File: src/hw/rtl/assert_macros.svh
// Assertion macros shared by the RTL.
// No dependencies.
`ifndef ASSERT_MACROS_SVH
`define ASSERT_MACROS_SVH

// Check a property on every rising clk edge outside reset.
`define ASSERT_CLK(label, prop, msg) \
    label: assert property (@(posedge clk) disable iff (!rst_n) (prop)) else $error(msg);

// Check that an antecedent implies a consequent in the same cycle.
`define ASSERT_IMPL(label, ante, cons, msg) \
    `ASSERT_CLK(label, (ante) |-> (cons), msg)

`endif

File: src/hw/rtl/cesc_pkg.sv
// Types and constants for the call edge sample counter.
// No dependencies.
`default_nettype none
package cesc_pkg;

    localparam logic [7:0] CALL_OPCODE = 8'hE8;
    localparam int QUEUE_DEPTH = 2;

    localparam logic REG_IMAGE_BASE = 1'b0;
    localparam logic REG_IMAGE_END  = 1'b1;

    localparam logic [1:0] ACT_RECORD = 2'd0;
    localparam logic [1:0] ACT_READ   = 2'd1;
    localparam logic [1:0] ACT_CLEAR  = 2'd2;
    localparam logic [1:0] ACT_UNUSED = 2'd3;

    localparam logic [2:0] ST_NOT_CODE    = 3'd0;
    localparam logic [2:0] ST_NO_CALL     = 3'd1;
    localparam logic [2:0] ST_CALLEE_OUT  = 3'd2;
    localparam logic [2:0] ST_INCREMENTED = 3'd3;
    localparam logic [2:0] ST_INSERTED    = 3'd4;
    localparam logic [2:0] ST_FULL        = 3'd5;
    localparam logic [2:0] ST_READ        = 3'd6;
    localparam logic [2:0] ST_CLEARED     = 3'd7;

    typedef enum logic [1:0] {
        KIND_REJECT,
        KIND_RECORD,
        KIND_READ,
        KIND_CLEAR
    } kind_t;

    typedef enum logic [1:0] {
        S_IDLE,
        S_RD,
        S_CMP
    } state_t;

    typedef struct packed {
        kind_t       kind;
        logic [2:0]  status;
        logic [31:0] caller_rva;
        logic [31:0] callee_rva;
        logic [9:0]  entry_index;
        logic        last;
    } cmd_t;

    typedef struct packed {
        logic [2:0]  status;
        logic [31:0] caller_rva;
        logic [31:0] callee_rva;
        logic [31:0] hit_count;
        logic        slot_valid;
        logic        slice_done;
        logic [10:0] edges_stored;
    } res_t;

endpackage
`default_nettype wire

File: src/hw/rtl/cesc_front.sv
// Front end: image range registers, item intake and classification.
// Depends on cesc_pkg.
`default_nettype none
module cesc_front import cesc_pkg::*; (
    input  wire logic        clk,
    input  wire logic        rst_n,
    input  wire logic        cfg_wr_en,
    input  wire logic        cfg_index,
    input  wire logic [63:0] cfg_wdata,
    input  wire logic        in_valid,
    output logic             in_ready,
    input  wire logic [1:0]  action,
    input  wire logic [63:0] stack_word,
    input  wire logic [7:0]  opcode_byte,
    input  wire logic        opcode_fault,
    input  wire logic [31:0] call_displacement,
    input  wire logic [9:0]  entry_index,
    input  wire logic        slice_last,
    input  wire logic        q_ready,
    output logic             q_push,
    output cmd_t             q_cmd
);
    logic [63:0] image_base_reg;
    logic [63:0] image_end_reg;
    logic [63:0] callee;
    logic        word_in;
    logic        callee_in;

    always_ff @(posedge clk or negedge rst_n)
    begin
        if (!rst_n)
        begin
            image_base_reg <= '0;
            image_end_reg  <= '0;
        end
        else if (cfg_wr_en)
        begin
            if (cfg_index == REG_IMAGE_END)
            begin
                image_end_reg <= cfg_wdata;
            end
            else
            begin
                image_base_reg <= cfg_wdata;
            end
        end
    end

    assign callee    = stack_word + {{32{call_displacement[31]}}, call_displacement};
    assign word_in   = (stack_word >= image_base_reg) && (stack_word < image_end_reg);
    assign callee_in = (callee >= image_base_reg) && (callee < image_end_reg);
    assign in_ready  = q_ready;
    assign q_push    = in_valid && q_ready && (action != ACT_UNUSED);

    always_comb
    begin
        q_cmd.caller_rva  = stack_word[31:0] - 32'd5 - image_base_reg[31:0];
        q_cmd.callee_rva  = callee[31:0] - image_base_reg[31:0];
        q_cmd.entry_index = entry_index;
        q_cmd.last        = slice_last;
        q_cmd.status      = ST_NOT_CODE;
        q_cmd.kind        = KIND_REJECT;
        case (action)
            ACT_RECORD:
            begin
                if (!word_in)
                begin
                    q_cmd.status = ST_NOT_CODE;
                end
                else if (opcode_fault || (opcode_byte != CALL_OPCODE))
                begin
                    q_cmd.status = ST_NO_CALL;
                end
                else if (!callee_in)
                begin
                    q_cmd.status = ST_CALLEE_OUT;
                end
                else
                begin
                    q_cmd.kind = KIND_RECORD;
                end
            end
            ACT_READ:  q_cmd.kind = KIND_READ;
            ACT_CLEAR: q_cmd.kind = KIND_CLEAR;
            default:   q_cmd.kind = KIND_REJECT;
        endcase
    end
endmodule
`default_nettype wire

File: config.mk
export PLATFORM = sky130hd
export DESIGN_NAME = cesc_front
export DESIGN_NICKNAME = d
export VERILOG_FILES = /design/src/hw/rtl/assert_macros.svh /design/src/hw/rtl/cesc_pkg.sv /design/src/hw/rtl/cesc_front.sv
export SDC_FILE = /design/constraint.sdc
export NUM_CORES = 1
export LEC_CHECK = 0
export ABC_CLOCK_PERIOD_IN_PS = 10700
export CAP_MARGIN = 40
export CORE_MARGIN = 5
export CORE_UTILIZATION = 55
export DETAILED_ROUTE_END_ITERATION = 16
export DONT_BUFFER_PORTS = 1
export PLACE_DENSITY = 0.7
export SLEW_MARGIN = 20
export SYNTH_ARGS = -nofsm -noshare
export SYNTH_HDL_FRONTEND = slang
export SYNTH_SLANG_ARGS = --single-unit
File: constraint.sdc
create_clock -name clk -period 10.7 [get_ports clk]
set_input_delay 2.14 -clock clk [delete_from_list [all_inputs] [get_ports clk]]
set_output_delay 2.14 -clock clk [all_outputs]
set_load 0.01 [all_outputs]
==> impl.org <==
** Logic synthesis
- The Yosys step of the flow raised 0 warnings.
- Share of synthesized area spent on multiplexers :: 4.33%
- Share of the synthesized area in the top cell type :: between 20% and 30%
- Of the total synthesized cell area, the portion taken by XOR and XNOR cells is under 10%.
- After synthesis the netlist holds a flip-flop and latch count of about 130.
- Post-Synthesis Cells :: ~2000
- The synthesized design contains 0 enable-type register cells.
- Post-Syn Area per Cell :: approximately 8.4 um^2
- Adder-Cell Fraction of Synth Area :: 28.5%
- Compound-Gate Fraction of Synth Area :: a little under a quarter
- Post-Synthesis Net Count :: between 2000 and 3000
- After synthesis, the share of flip-flops with an asynchronous set or reset is 100%.
- Cell types with the largest area share after synthesis :: ha_1 (28%), dfrtp_1 (19%), a21o_1 (6.0%)
- Among all flip-flop cells after synthesis, the most frequent one is dfrtp_1.
- Main combinational cell family by area after synthesis :: adder cells
- The synthesized netlist devotes approximately 12% of its cell area to simple gates.
- The share of the Yosys chip area taken by registers is between 10% and 20%.
- The largest total area in the synthesized netlist belongs to ha_1.
- Unique masters post-synth :: slightly below 80
- The mapped netlist covers 16900 um^2.

** Clock tree
- CTS buffer count :: 17
- Buffer depth of the longest clock path :: 2
- # Post-CTS Setup Buffers :: 0
- The H-tree generated during clock tree synthesis spans 4 levels.
- TritonCTS clock tree :: yes
- Clock net sink count :: ~130
- After clock tree synthesis, the repair step resized 0 gates.
- Clock Pin Slew Worst Setup and Hold Paths :: 0.06 ns
- Root cell of the clock tree :: clkbuf_16
- Clock latency reported for the late side of the worst-skew pair :: 0.43 ns
- CTS Hold Bufs :: 0

** STA
- Pins over their slew limit :: 0
- Relative slew slack :: approximately 37%
- The count of final hold-check violations came to 0.
- In the final timing run, aggregate negative setup slack is 0 ns.
- Total of endpoints with negative setup slack in the final report :: 0
- On the final layout, the worst hold slack is 0.505 ns.
- Slew at the pin closest to its max-slew limit :: about 0.94 ns
- Across the routed clock network, the largest skew measured is 0 ns.
- Fmax :: 0.100 GHz
- The smallest clock period supported by the final layout is computed as roughly 10 ns.
- Setup repair after global routing left no endpoint under its margin.
- Ratio of final minimum period to clock period :: between 90% and 100%

** Placement
- At the end of routability-driven placement, the weighted congestion stood at approximately 0.93.
- DP Wirelength :: just over 40 mm
- The count of buffers added on input and output ports is 0.
- The placed instances occupy a cell area of about 17000 um^2.

** Layout
- The number of antenna diodes in the final layout is 0.
- Most common cell after layout, fill and taps aside :: ha_1
- Compared with the post-synthesis result, the final layout area differs by 6.07%.
- In the final layout, the share of cells above drive strength 1 is a little over 6%.
- In the layout the commonest cells are ha_1 (379), inv_1 (255), a21oi_1 (164).
- In the final design database the tool counted between 2000 and 3000 nets.
- Post-route cell area :: ~18000 um^2
- Measured on the finished design, the core utilization comes to roughly 60%.

** GRT
- The first global-routing pass estimated ~76 mm of wire.
- Antenna violations before repair :: 0
- Entering global routing, the biggest net connects approximately 130 pins.
- GRT Overall Usage :: between 20% and 30%
- For this run the aggregate overflow at the end of global routing stands at 0.
- The number of global-route vias before repair came to approximately 14000.

** Drt
- Number of detailed-route iterations in the first pass :: 5
- In the routed design, unresolved DRC markers number 0.
- Once detail routing completed, the nets flagged for antenna violations numbered 0.
- Wire length on met1 :: approximately 22 mm
- The highest layer touched by signal routing is met4.
- Detailed routing placed a total of 22.4 mm of wire on met2.
- In the final routed layout, each cell accounts on average for between 20 and 25 um.
- 1st-iter DRT viols :: 877
- WL final :: just under 50 mm
- Using the TritonRoute via totals, the vias-per-cell ratio works out to roughly 6.
- Met3 routed WL :: about 3.3 mm
- DR vias :: approximately 15000

** Floorplanning
- The core region is between 30000 and 40000 um^2.
- The floorplan has 64 rows.
- Initial Utilization :: 55.4%
- Top-level I/O count :: 270
- The floorplan step defined a die boundary enclosing roughly 34000 um^2.
- In this run the horizontal extent of the chip is 185 um.
- Die outline height :: ~190 um

** Power and ir drop
- Summed over all cells, the static leakage comes to about 9.1 nW.
- Power density cells :: between 150 and 200 nW/um^2
- Largest voltage drop on the vdd net :: around 0.00010 V

** Worst hold path
- Path class of the lowest-slack min-delay path :: flop to flop

** Worst setup path
- The worst setup path is of the input port to output port kind.
- The worst setup path is captured at an output port.
- Setup crit start kind :: input port
- Data arrival, critical path :: a little under 8 ns
- Data on the critical path is required at its endpoint by between 8 and 9 ns.
- In this run the worst path has a maximum fanout of 4.

** Job
- Number of maximum-capacitance violations :: 0

** Outcome
- The run finished with clean final reports.
## per-stage QoR
stage,total power [mW],cells,worst slack (ns)
floorplan,1.82,2015,2.19
global placement,2.16,2376,1.04
detailed placement,2.19,2379,0.960
CTS,2.86,2411,0.930
global route,3.09,2411,0.440
finish,2.86,2411,0.712
## path summary, 6_finish.rpt
check                             startpoint                 end  slack [ns]  cells past startpoint
setup / recovery               stack_word[0]           q_cmd[78]        0.71                     23
hold / removal             image_end_reg[52]   image_end_reg[52]        0.51                      1
setup reg to reg            image_end_reg[0]    image_end_reg[0]        9.89                      1
hold reg to reg            image_end_reg[52]   image_end_reg[52]        0.51                      1
max in group asynchronous              rst_n   image_end_reg[23]        9.08                      0
min in group asynchronous              rst_n  image_base_reg[59]        1.39                      0
## area by class of cell
| cell class | instances | area [um^2] |
|---|---|---|
| clock inverter | 12 | 183 |
| inverter | 256 | 961 |
| timing repair buffer | 7 | 73.8 |
| tap | 396 | 495 |
| clock buffer | 20 | 457 |
| sequential | 128 | 3200 |
| fill | 2778 | 12500 |
| multi-input combinational | 1592 | 12500 |
## cells in the mapped netlist (all sizes together), types with 4 or more instances
cell     instances
nand4           45
nor2            94
xnor2           78
o211ai          11
a211o            4
clkbuf          24
a21oi          167
and3            10
xor2            37
nand3           39
and4             6
a211oi          15
or2              5
nor2b           24
a21o           135
o2111ai          9
dfrtp          128
or3              5
inv            256
o21bai          24
nor3            18
a21boi           5
nand2          131
o31ai           10
a311o            5
a31oi           19
mux2            64
nand2b          24
o21ai          144
ha             379
a2111oi         10
and2             5
o21a            16
buf             15
## power breakdown
| group | internal, mW | leakage (nW) | switching, mW |
|---|---|---|---|
| Sequential | 0.551 | 1.54 | 0.0319 |
| Clock | 0.404 | 0.303 | 0.253 |
| Combinational | 0.648 | 7.28 | 0.976 |
| Total | 1.60 | 9.12 | 1.26 |
## metal layers
metal  vias up  GRT usage [%]
li1       7189              -
met1      6871           37.6
met2       400           46.5
met3        66           5.58
met4         0           6.99
met5         -              0
## worst max-delay path, stage by stage
cell and delay [ns]:
ha_1 0.19, inv_1 0.07, fa_1 0.20, nor2b_1 0.06, o31a_1 0.28, o2111ai_1 0.32, nand2_1 0.16, a21oi_1 0.28
o21ai_0 0.13, buf_4 0.16, a31oi_1 0.30, o21ai_0 0.18, xnor2_1 0.22, ha_1 0.29, a21o_1 0.17, a21o_1 0.16
a21o_1 0.16, a21o_1 0.19, o41ai_1 0.71, a311oi_1 0.24, a2111oi_0 0.57, o31ai_1 0.23, o31ai_1 0.44
## cell families after synthesis
logic type,count (synthesis)
xor+xnor,115
other cells,1
compound gates,606
flops,128
fa+ha+maj,382
buf+inv,295
mux,65
simple gates,423
Note: power is estimated with default switching activity, not from simulation.
