### src/hw/rtl/assert_macros.svh
// Assertion macros shared by the RTL.
// No dependencies.
`ifndef ASSERT_MACROS_SVH
`define ASSERT_MACROS_SVH

// Check a property on every rising clk edge outside reset.
`define ASSERT_CLK(label, prop, msg) \
    label: assert property (@(posedge clk) disable iff (!rst_n) (prop)) else $error(msg);

// Check that an antecedent implies a consequent in the same cycle.
`define ASSERT_IMPL(label, ante, cons, msg) \
    `ASSERT_CLK(label, (ante) |-> (cons), msg)

`endif

### src/hw/rtl/cesc_pkg.sv
// Types and constants for the call edge sample counter.
// No dependencies.
`default_nettype none
package cesc_pkg;

    localparam logic [7:0] CALL_OPCODE = 8'hE8;
    localparam int QUEUE_DEPTH = 2;

    localparam logic REG_IMAGE_BASE = 1'b0;
    localparam logic REG_IMAGE_END  = 1'b1;

    localparam logic [1:0] ACT_RECORD = 2'd0;
    localparam logic [1:0] ACT_READ   = 2'd1;
    localparam logic [1:0] ACT_CLEAR  = 2'd2;
    localparam logic [1:0] ACT_UNUSED = 2'd3;

    localparam logic [2:0] ST_NOT_CODE    = 3'd0;
    localparam logic [2:0] ST_NO_CALL     = 3'd1;
    localparam logic [2:0] ST_CALLEE_OUT  = 3'd2;
    localparam logic [2:0] ST_INCREMENTED = 3'd3;
    localparam logic [2:0] ST_INSERTED    = 3'd4;
    localparam logic [2:0] ST_FULL        = 3'd5;
    localparam logic [2:0] ST_READ        = 3'd6;
    localparam logic [2:0] ST_CLEARED     = 3'd7;

    typedef enum logic [1:0] {
        KIND_REJECT,
        KIND_RECORD,
        KIND_READ,
        KIND_CLEAR
    } kind_t;

    typedef enum logic [1:0] {
        S_IDLE,
        S_RD,
        S_CMP
    } state_t;

    typedef struct packed {
        kind_t       kind;
        logic [2:0]  status;
        logic [31:0] caller_rva;
        logic [31:0] callee_rva;
        logic [9:0]  entry_index;
        logic        last;
    } cmd_t;

    typedef struct packed {
        logic [2:0]  status;
        logic [31:0] caller_rva;
        logic [31:0] callee_rva;
        logic [31:0] hit_count;
        logic        slot_valid;
        logic        slice_done;
        logic [10:0] edges_stored;
    } res_t;

endpackage
`default_nettype wire

### src/hw/rtl/cesc_queue.sv
// Short command queue between front and back ends.
// Depends on cesc_pkg.
`default_nettype none
module cesc_queue import cesc_pkg::*; (
    input  wire logic clk,
    input  wire logic rst_n,
    input  wire logic push,
    input  cmd_t      push_cmd,
    output logic      push_ready,
    input  wire logic pop,
    output logic      pop_valid,
    output cmd_t      pop_cmd
);
    localparam int PW = $clog2(QUEUE_DEPTH);

    cmd_t          slot_reg [QUEUE_DEPTH];
    logic [PW-1:0] wr_ptr_reg;
    logic [PW-1:0] rd_ptr_reg;
    logic [PW:0]   cnt_reg;

    assign push_ready = (cnt_reg != (PW+1)'(QUEUE_DEPTH));
    assign pop_valid  = (cnt_reg != '0);
    assign pop_cmd    = slot_reg[rd_ptr_reg];

    always_ff @(posedge clk)
    begin
        if (push)
        begin
            slot_reg[wr_ptr_reg] <= push_cmd;
        end
    end

    always_ff @(posedge clk or negedge rst_n)
    begin
        if (!rst_n)
        begin
            wr_ptr_reg <= '0;
            rd_ptr_reg <= '0;
            cnt_reg    <= '0;
        end
        else
        begin
            if (push)
            begin
                wr_ptr_reg <= wr_ptr_reg + 1'b1;
            end
            if (pop)
            begin
                rd_ptr_reg <= rd_ptr_reg + 1'b1;
            end
            if (push && !pop)
            begin
                cnt_reg <= cnt_reg + 1'b1;
            end
            else if (pop && !push)
            begin
                cnt_reg <= cnt_reg - 1'b1;
            end
        end
    end
endmodule
`default_nettype wire

### config.mk
export PLATFORM = sky130hd
export DESIGN_NAME = cesc_queue
export DESIGN_NICKNAME = d
export VERILOG_FILES = /design/src/hw/rtl/assert_macros.svh /design/src/hw/rtl/cesc_pkg.sv /design/src/hw/rtl/cesc_queue.sv
export SDC_FILE = /design/constraint.sdc
export NUM_CORES = 1
export LEC_CHECK = 0
export BUFFER_PORTS_ARGS = -buffer_cell sky130_fd_sc_hd__buf_4
export CAP_MARGIN = 40
export CORE_ASPECT_RATIO = 1.2
export CORE_MARGIN = 3
export CORE_UTILIZATION = 30
export CTS_CLUSTER_DIAMETER = 100
export DETAILED_ROUTE_END_ITERATION = 10
export PLACE_DENSITY = 0.56
export SYNTH_ARGS = -nofsm -noshare
export SYNTH_HDL_FRONTEND = slang
export SYNTH_SLANG_ARGS = --single-unit
### constraint.sdc
create_clock -name clk -period 6.34 [get_ports clk]
set_input_delay 0.317 -clock clk [delete_from_list [all_inputs] [get_ports clk]]
set_output_delay 0.317 -clock clk [all_outputs]
set_load 0.05 [all_outputs]
==> flow_summary.yaml, run 1 <==
status:
  status: "finished clean"
drt:
  routed_wl_mm: 11.9
  first_iter_violations: 110
  final_antenna_net_count: 0
  wl_met2_mm: 6.07
  drc: 0
  wl_per_cell_um: 16.4
  top_layer_used: "met5"
  first_pass_iters: 4
  routed-via-count: 3004
  m1WireLength_mm: 4.70
  met3_wirelength_um: 912
  vias_per_cell: 4.15
synth:
  synth_top_area_cell: "edfxtp_1"
  synth.distinct_cells: 15
  ys.warnings.count: 0
  yosys.cell_count.top_type: "edfxtp_1"
  seq_area_frac_synth_pct: 77.1
  synth_seq_cells: 164
  synth-async-reset-ratio_pct: 2.44
  synthTopCellsByArea: "edfxtp_1 76%, mux2_4 19%, buf_12 2.5%"
  synth_edf_count: 160
  avgSynthCellArea_sq_um: 24.0
  synth_top_area_share_pct: 75.5
  synthFlopType: "edfxtp_1"
  synth_cells: 265
  syn-num-nets: 350
  synthTopCellsByCount: "160 x edfxtp_1, 79 x mux2_4, 8 x buf_12"
  synth_area_sq_mm: 0.00636
sta:
  fmax_mhz: 339
  finalCritPeriodShare_pct: 46.6
  fin_skew_ns: 0.00497
  tightest_slew_ns: 0.692
  drv_slew: 0
  hold_viol: 0
  setup_tns_ns: 0
  rsz0062_at_grt: "false"
  setup_violations: 0
  min_period_ns: 2.95
  max-slew-margin-rel_pct: 53.9
critical_path:
  cp_num_buf_inv: 3
  critPathTopFamily: "buffers and inverters"
  critPathLaunchType: "flip-flop"
  crit_chain: "buf_4 -> buf_12 -> mux2_4 -> buf_4"
  crit_arrival_ns: 2.63
  crit_required_ns: 6.02
  critical_path_class: "reg -> out"
  crit_fanout: 36
  slowest_delay_ns: 0.86
  crit_slowest_cell: "dfrtp_4"
  critPathCaptureType: "output pin"
  cpMostUsedCell: "buf_4"
clock_network:
  ctsResizeCount: 0
  htreeDepth: 4
  numCtsBuffers: 17
  cts_hold_buf: 1
  cts_root_buf: "clkbuf_16"
  cts_setup_buffers: 0
  clock-sinks: 164
  clkLatencyLatePin_ns: 0.41
  clockBufferDepth: 2
  cts_tree: "built"
  clk_pin_slew_ns: 0.06
die:
  die_x_um: 139
  floorplan.initialDensity_pct: 31.0
  core_area_sq_mm: 0.0205
  dieArea_sq_mm: 0.0230
  die_h_um: 166
  pin_count: 166
  row_count: 57
power_and_ir_drop:
  power_uw: 4440
  power.leakage_uw: 0.00336
  ir_drop_mv: 0.265
  powerDensity_mw_per_mm2: 526
global_route:
  grtUsageTotal_pct: 10.2
  overflow: 0
  grt_pass1_vias: 3327
  grt_pass1_wl_mm: 18.0
  grt_max_degree: 45
  antenna_found_initial: 1
place:
  io_buffer_count: 165
  dp_hpwl_mm: 8.09
  gp_congestion: 0.674
  postPlaceCellArea_sq_mm: 0.00787
cells_and_area:
  largest_register_ffs: 160
  drive_gt1_share_pct: 61.4
  fin_nets: 531
  syn2layout_area_growth_pct: 32.7
  fin_area_sq_mm: 0.00844
  fillers: 1878
  diodes: 0
job:
  maxCapViolations: 0
hold_path:
  hold_path_class: "in -> reg"
-- cells by family after synthesis --
family	share of synthesized area, %
muxes	18.8
adders and majority gates	0.197
and+or+nand+nor	0.453
DFF	77.1
buffers and inverters	2.75
xor gates and xnor gates	0.688
-- layer usage --
metal	vias to the layer above	GRT usage, %
met1	1469	11.6
li1	1404	-
met4	2	4.40
met5	-	0
met2	115	17.2
met3	14	4.29
-- layout by cell type, fill, tap and decap left out --
master,count
dlygate4sd3_1,1
clkbuf_16,17
buf_16,2
dfrtp_1,3
clkinv_2,3
bufinv_16,2
dfrtp_4,1
buf_12,1
buf_4,167
nand2b_1,1
inv_6,2
clkinv_4,2
and2_4,1
nor2_1,1
mux2_2,1
or2_2,1
xor2_1,4
edfxtp_1,160
inv_1,1
ha_1,1
xnor2_1,1
mux2_4,79
clkinv_1,3
nor2b_4,1
clkbuf_1,1
clkinvlp_4,2
-- worst reg2reg max path, cell delays in order, from the launching register on --
cell and delay [ns]:
dfrtp_1 0.43, nor2b_4 0.54, buf_4 0.62
-- where the power goes --
part	switching (uW)	total, uW	internal [uW]
Combinational	1180	1900	724
Sequential	117	1560	1440
Clock	406	983	577
-- cell type report --
class	instances	area, sq um	area share [%]
clock buffers	18	429	5.08
inverters	1	3.75	0.0445
well taps	265	332	3.93
multi-input cells	91	1290	15.3
flip-flops and latches	164	4910	58.2
clock inverters	14	136	1.62
repair buffers	171	1340	15.9
-- final timing paths --
path	startpoint	to	slack, ns	cells after the start
worst max-delay path	rd_ptr_reg$_DFFE_PN0P_	pop_cmd[56]	3.39	4
worst min-delay path	push_cmd[25]	slot_reg[0][25]$_DFFE_PP_	0.09	1
worst max register to register	wr_ptr_reg$_DFFE_PN0P_	slot_reg[0][15]$_DFFE_PP_	4.37	2
worst min register to register	cnt_reg[1]$_DFFE_PN0P_	cnt_reg[1]$_DFFE_PN0P_	0.49	1
max in group asynchronous	rst_n	rd_ptr_reg$_DFFE_PN0P_	5.98	2
min in group asynchronous	rst_n	cnt_reg[1]$_DFFE_PN0P_	0.24	2
-- through the flow --
step	utilization, %	cells	worst slack, ns	hold WS, ns
after floorplan	-	265	1.86	0.0214
after global placement	37.9	688	3.63	0.120
after detailed placement	38.3	691	3.76	0.119
after CTS	41.1	724	3.30	0.0612
after global routing	41.1	724	3.25	0.0577
final	41.1	724	3.39	0.0894
Power figures use the tool's default switching activity.
==> run 2: changes to the inputs <==
Clock period 6.34 ns to 2.8 ns, I/O delays scaled along.
==> flow_summary.yaml, run 2 (synthesis results as in run 1) <==
status:
  status: "finished clean"
power_and_ir_drop:
  power_uw: 10100
  power.leakage_uw: 0.00369
  ir_drop_mv: 0.629
  powerDensity_mw_per_mm2: 1090
  p_comb_share_pct: 44.8
  p_int_uw: 6200
  switchingPower_uw: 3900
  swShare_pct: 38.6
  clock_power_share_pct: 21.5
  pwr-share-seq_pct: 33.6
clock_network:
  clockBufferDepth: 2
  cts_root_buf: "clkbuf_16"
  numCtsBuffers: 17
  htreeDepth: 4
  clock-sinks: 164
  clk_pin_slew_ns: 0.06
  cts_hold_buf: 83
  cts_setup_buffers: 0
  ctsResizeCount: 0
  clkLatencyLatePin_ns: 0.41
  cts_tree: "built"
die:
  row_count: 57
  die_x_um: 139
  die_h_um: 166
  floorplan.initialDensity_pct: 31.0
  core_area_sq_mm: 0.0205
  pin_count: 166
  dieArea_sq_mm: 0.0230
global_route:
  antenna_found_initial: 0
  grt_pass1_wl_mm: 18.8
  grtUsageTotal_pct: 10.7
  grt_max_degree: 45
  overflow: 0
  grt_pass1_vias: 3665
critical_path:
  critPathCaptureType: "output pin"
  crit_required_ns: 2.66
  crit_chain: "buf_12 -> mux2_2 -> buf_4"
  cp_num_buf_inv: 2
  crit_fanout: 43
  critPathLaunchType: "flip-flop"
  slowest_delay_ns: 0.44
  crit_arrival_ns: 1.77
  crit_slowest_cell: "dfrtp_4"
  critPathTopFamily: "buffers and inverters"
  critical_path_class: "reg -> out"
drt:
  top_layer_used: "met4"
  drc: 0
  met3_wirelength_um: 650
  m1WireLength_mm: 4.81
  vias_per_cell: 4.13
  routed_wl_mm: 12.3
  final_antenna_net_count: 0
  wl_per_cell_um: 15.3
  first_iter_violations: 158
  wl_met2_mm: 6.62
  routed-via-count: 3326
  first_pass_iters: 4
place:
  io_buffer_count: 165
  gp_congestion: 0.682
  dp_hpwl_mm: 7.71
job:
  maxCapViolations: 0
cells_and_area:
  syn2layout_area_growth_pct: 45.2
  layout_common_cells: "167 x buf_4, 160 x edfxtp_1, 83 x dlygate4sd3_1, 79 x mux2_4, 17 x clkbuf_16"
  mostFrequentLayoutCell: "buf_4"
  fin_nets: 613
  largest_register_ffs: 160
  drive_gt1_share_pct: 52.9
  diodes: 0
sta:
  hold_viol: 0
  finalCritPeriodShare_pct: 68.2
  setup_violations: 0
  fmax_mhz: 523
  max-slew-margin-rel_pct: 57.7
  min_period_ns: 1.91
  drv_slew: 0
  rsz0062_at_grt: "false"
  tightest_slew_ns: 0.634
  setup_tns_ns: 0
  fin_skew_ns: 0.00994
hold_path:
  hold_path_class: "in -> async"
-- run 2: metrics by stage --
stage	instances	util (%)	area [sq um]	setup slack, ns	hold WS (ns)
final	806	45.0	9240	0.889	0.0467
after global routing	806	45.0	9240	0.814	0.0475
after global placement	691	38.2	7850	1.13	-0.0599
after floorplan	265	-	6370	0.0647	-0.156
after CTS	806	45.0	9240	0.840	0.0261
after detailed placement	691	38.2	7850	1.11	-0.0593
-- run 2: worst paths after layout --
path	from	to	slack [ns]	cells after the start
worst min-delay path	rst_n	wr_ptr_reg$_DFFE_PN0P_	0.05	2
worst min register to register	cnt_reg[1]$_DFFE_PN0P_	cnt_reg[1]$_DFFE_PN0P_	0.49	1
worst max-delay path	rd_ptr_reg$_DFFE_PN0P_	pop_cmd[59]	0.89	3
min in group clk	push_cmd[35]	slot_reg[0][35]$_DFFE_PP_	0.44	2
max in group asynchronous	rst_n	rd_ptr_reg$_DFFE_PN0P_	2.64	2
worst max register to register	wr_ptr_reg$_DFFE_PN0P_	slot_reg[1][59]$_DFFE_PP_	1.15	2
-- run 2: layout make-up --
cell class	instances	area (sq um)
Sequential cell	164	4910
Fill cell	1824	11300
Tap cell	265	332
Inverter	1	3.75
Timing Repair Buffer	253	2140
Clock buffer	17	425
Clock inverter	15	129
Multi-Input combinational cell	91	1290
-- run 2: per-layer routing --
| layer | GRT usage [%] | vias to the layer above |
|---|---|---|
| met5 | 0 | - |
| met4 | 4.54 | 0 |
| met3 | 3.57 | 15 |
| met2 | 18.5 | 102 |
| met1 | 12.1 | 1638 |
| li1 | - | 1571 |
-- run 2: power by group through the flow --
stage               Sequential [uW]  Clock [uW]  Combinational [uW]
floorplan                      3430           0                3560
CTS                            3400        2240                4610
detailed placement             3450           0                4500
global route                   3440        2360                4730
global placement               3430           0                4490
finish                         3400        2170                4530
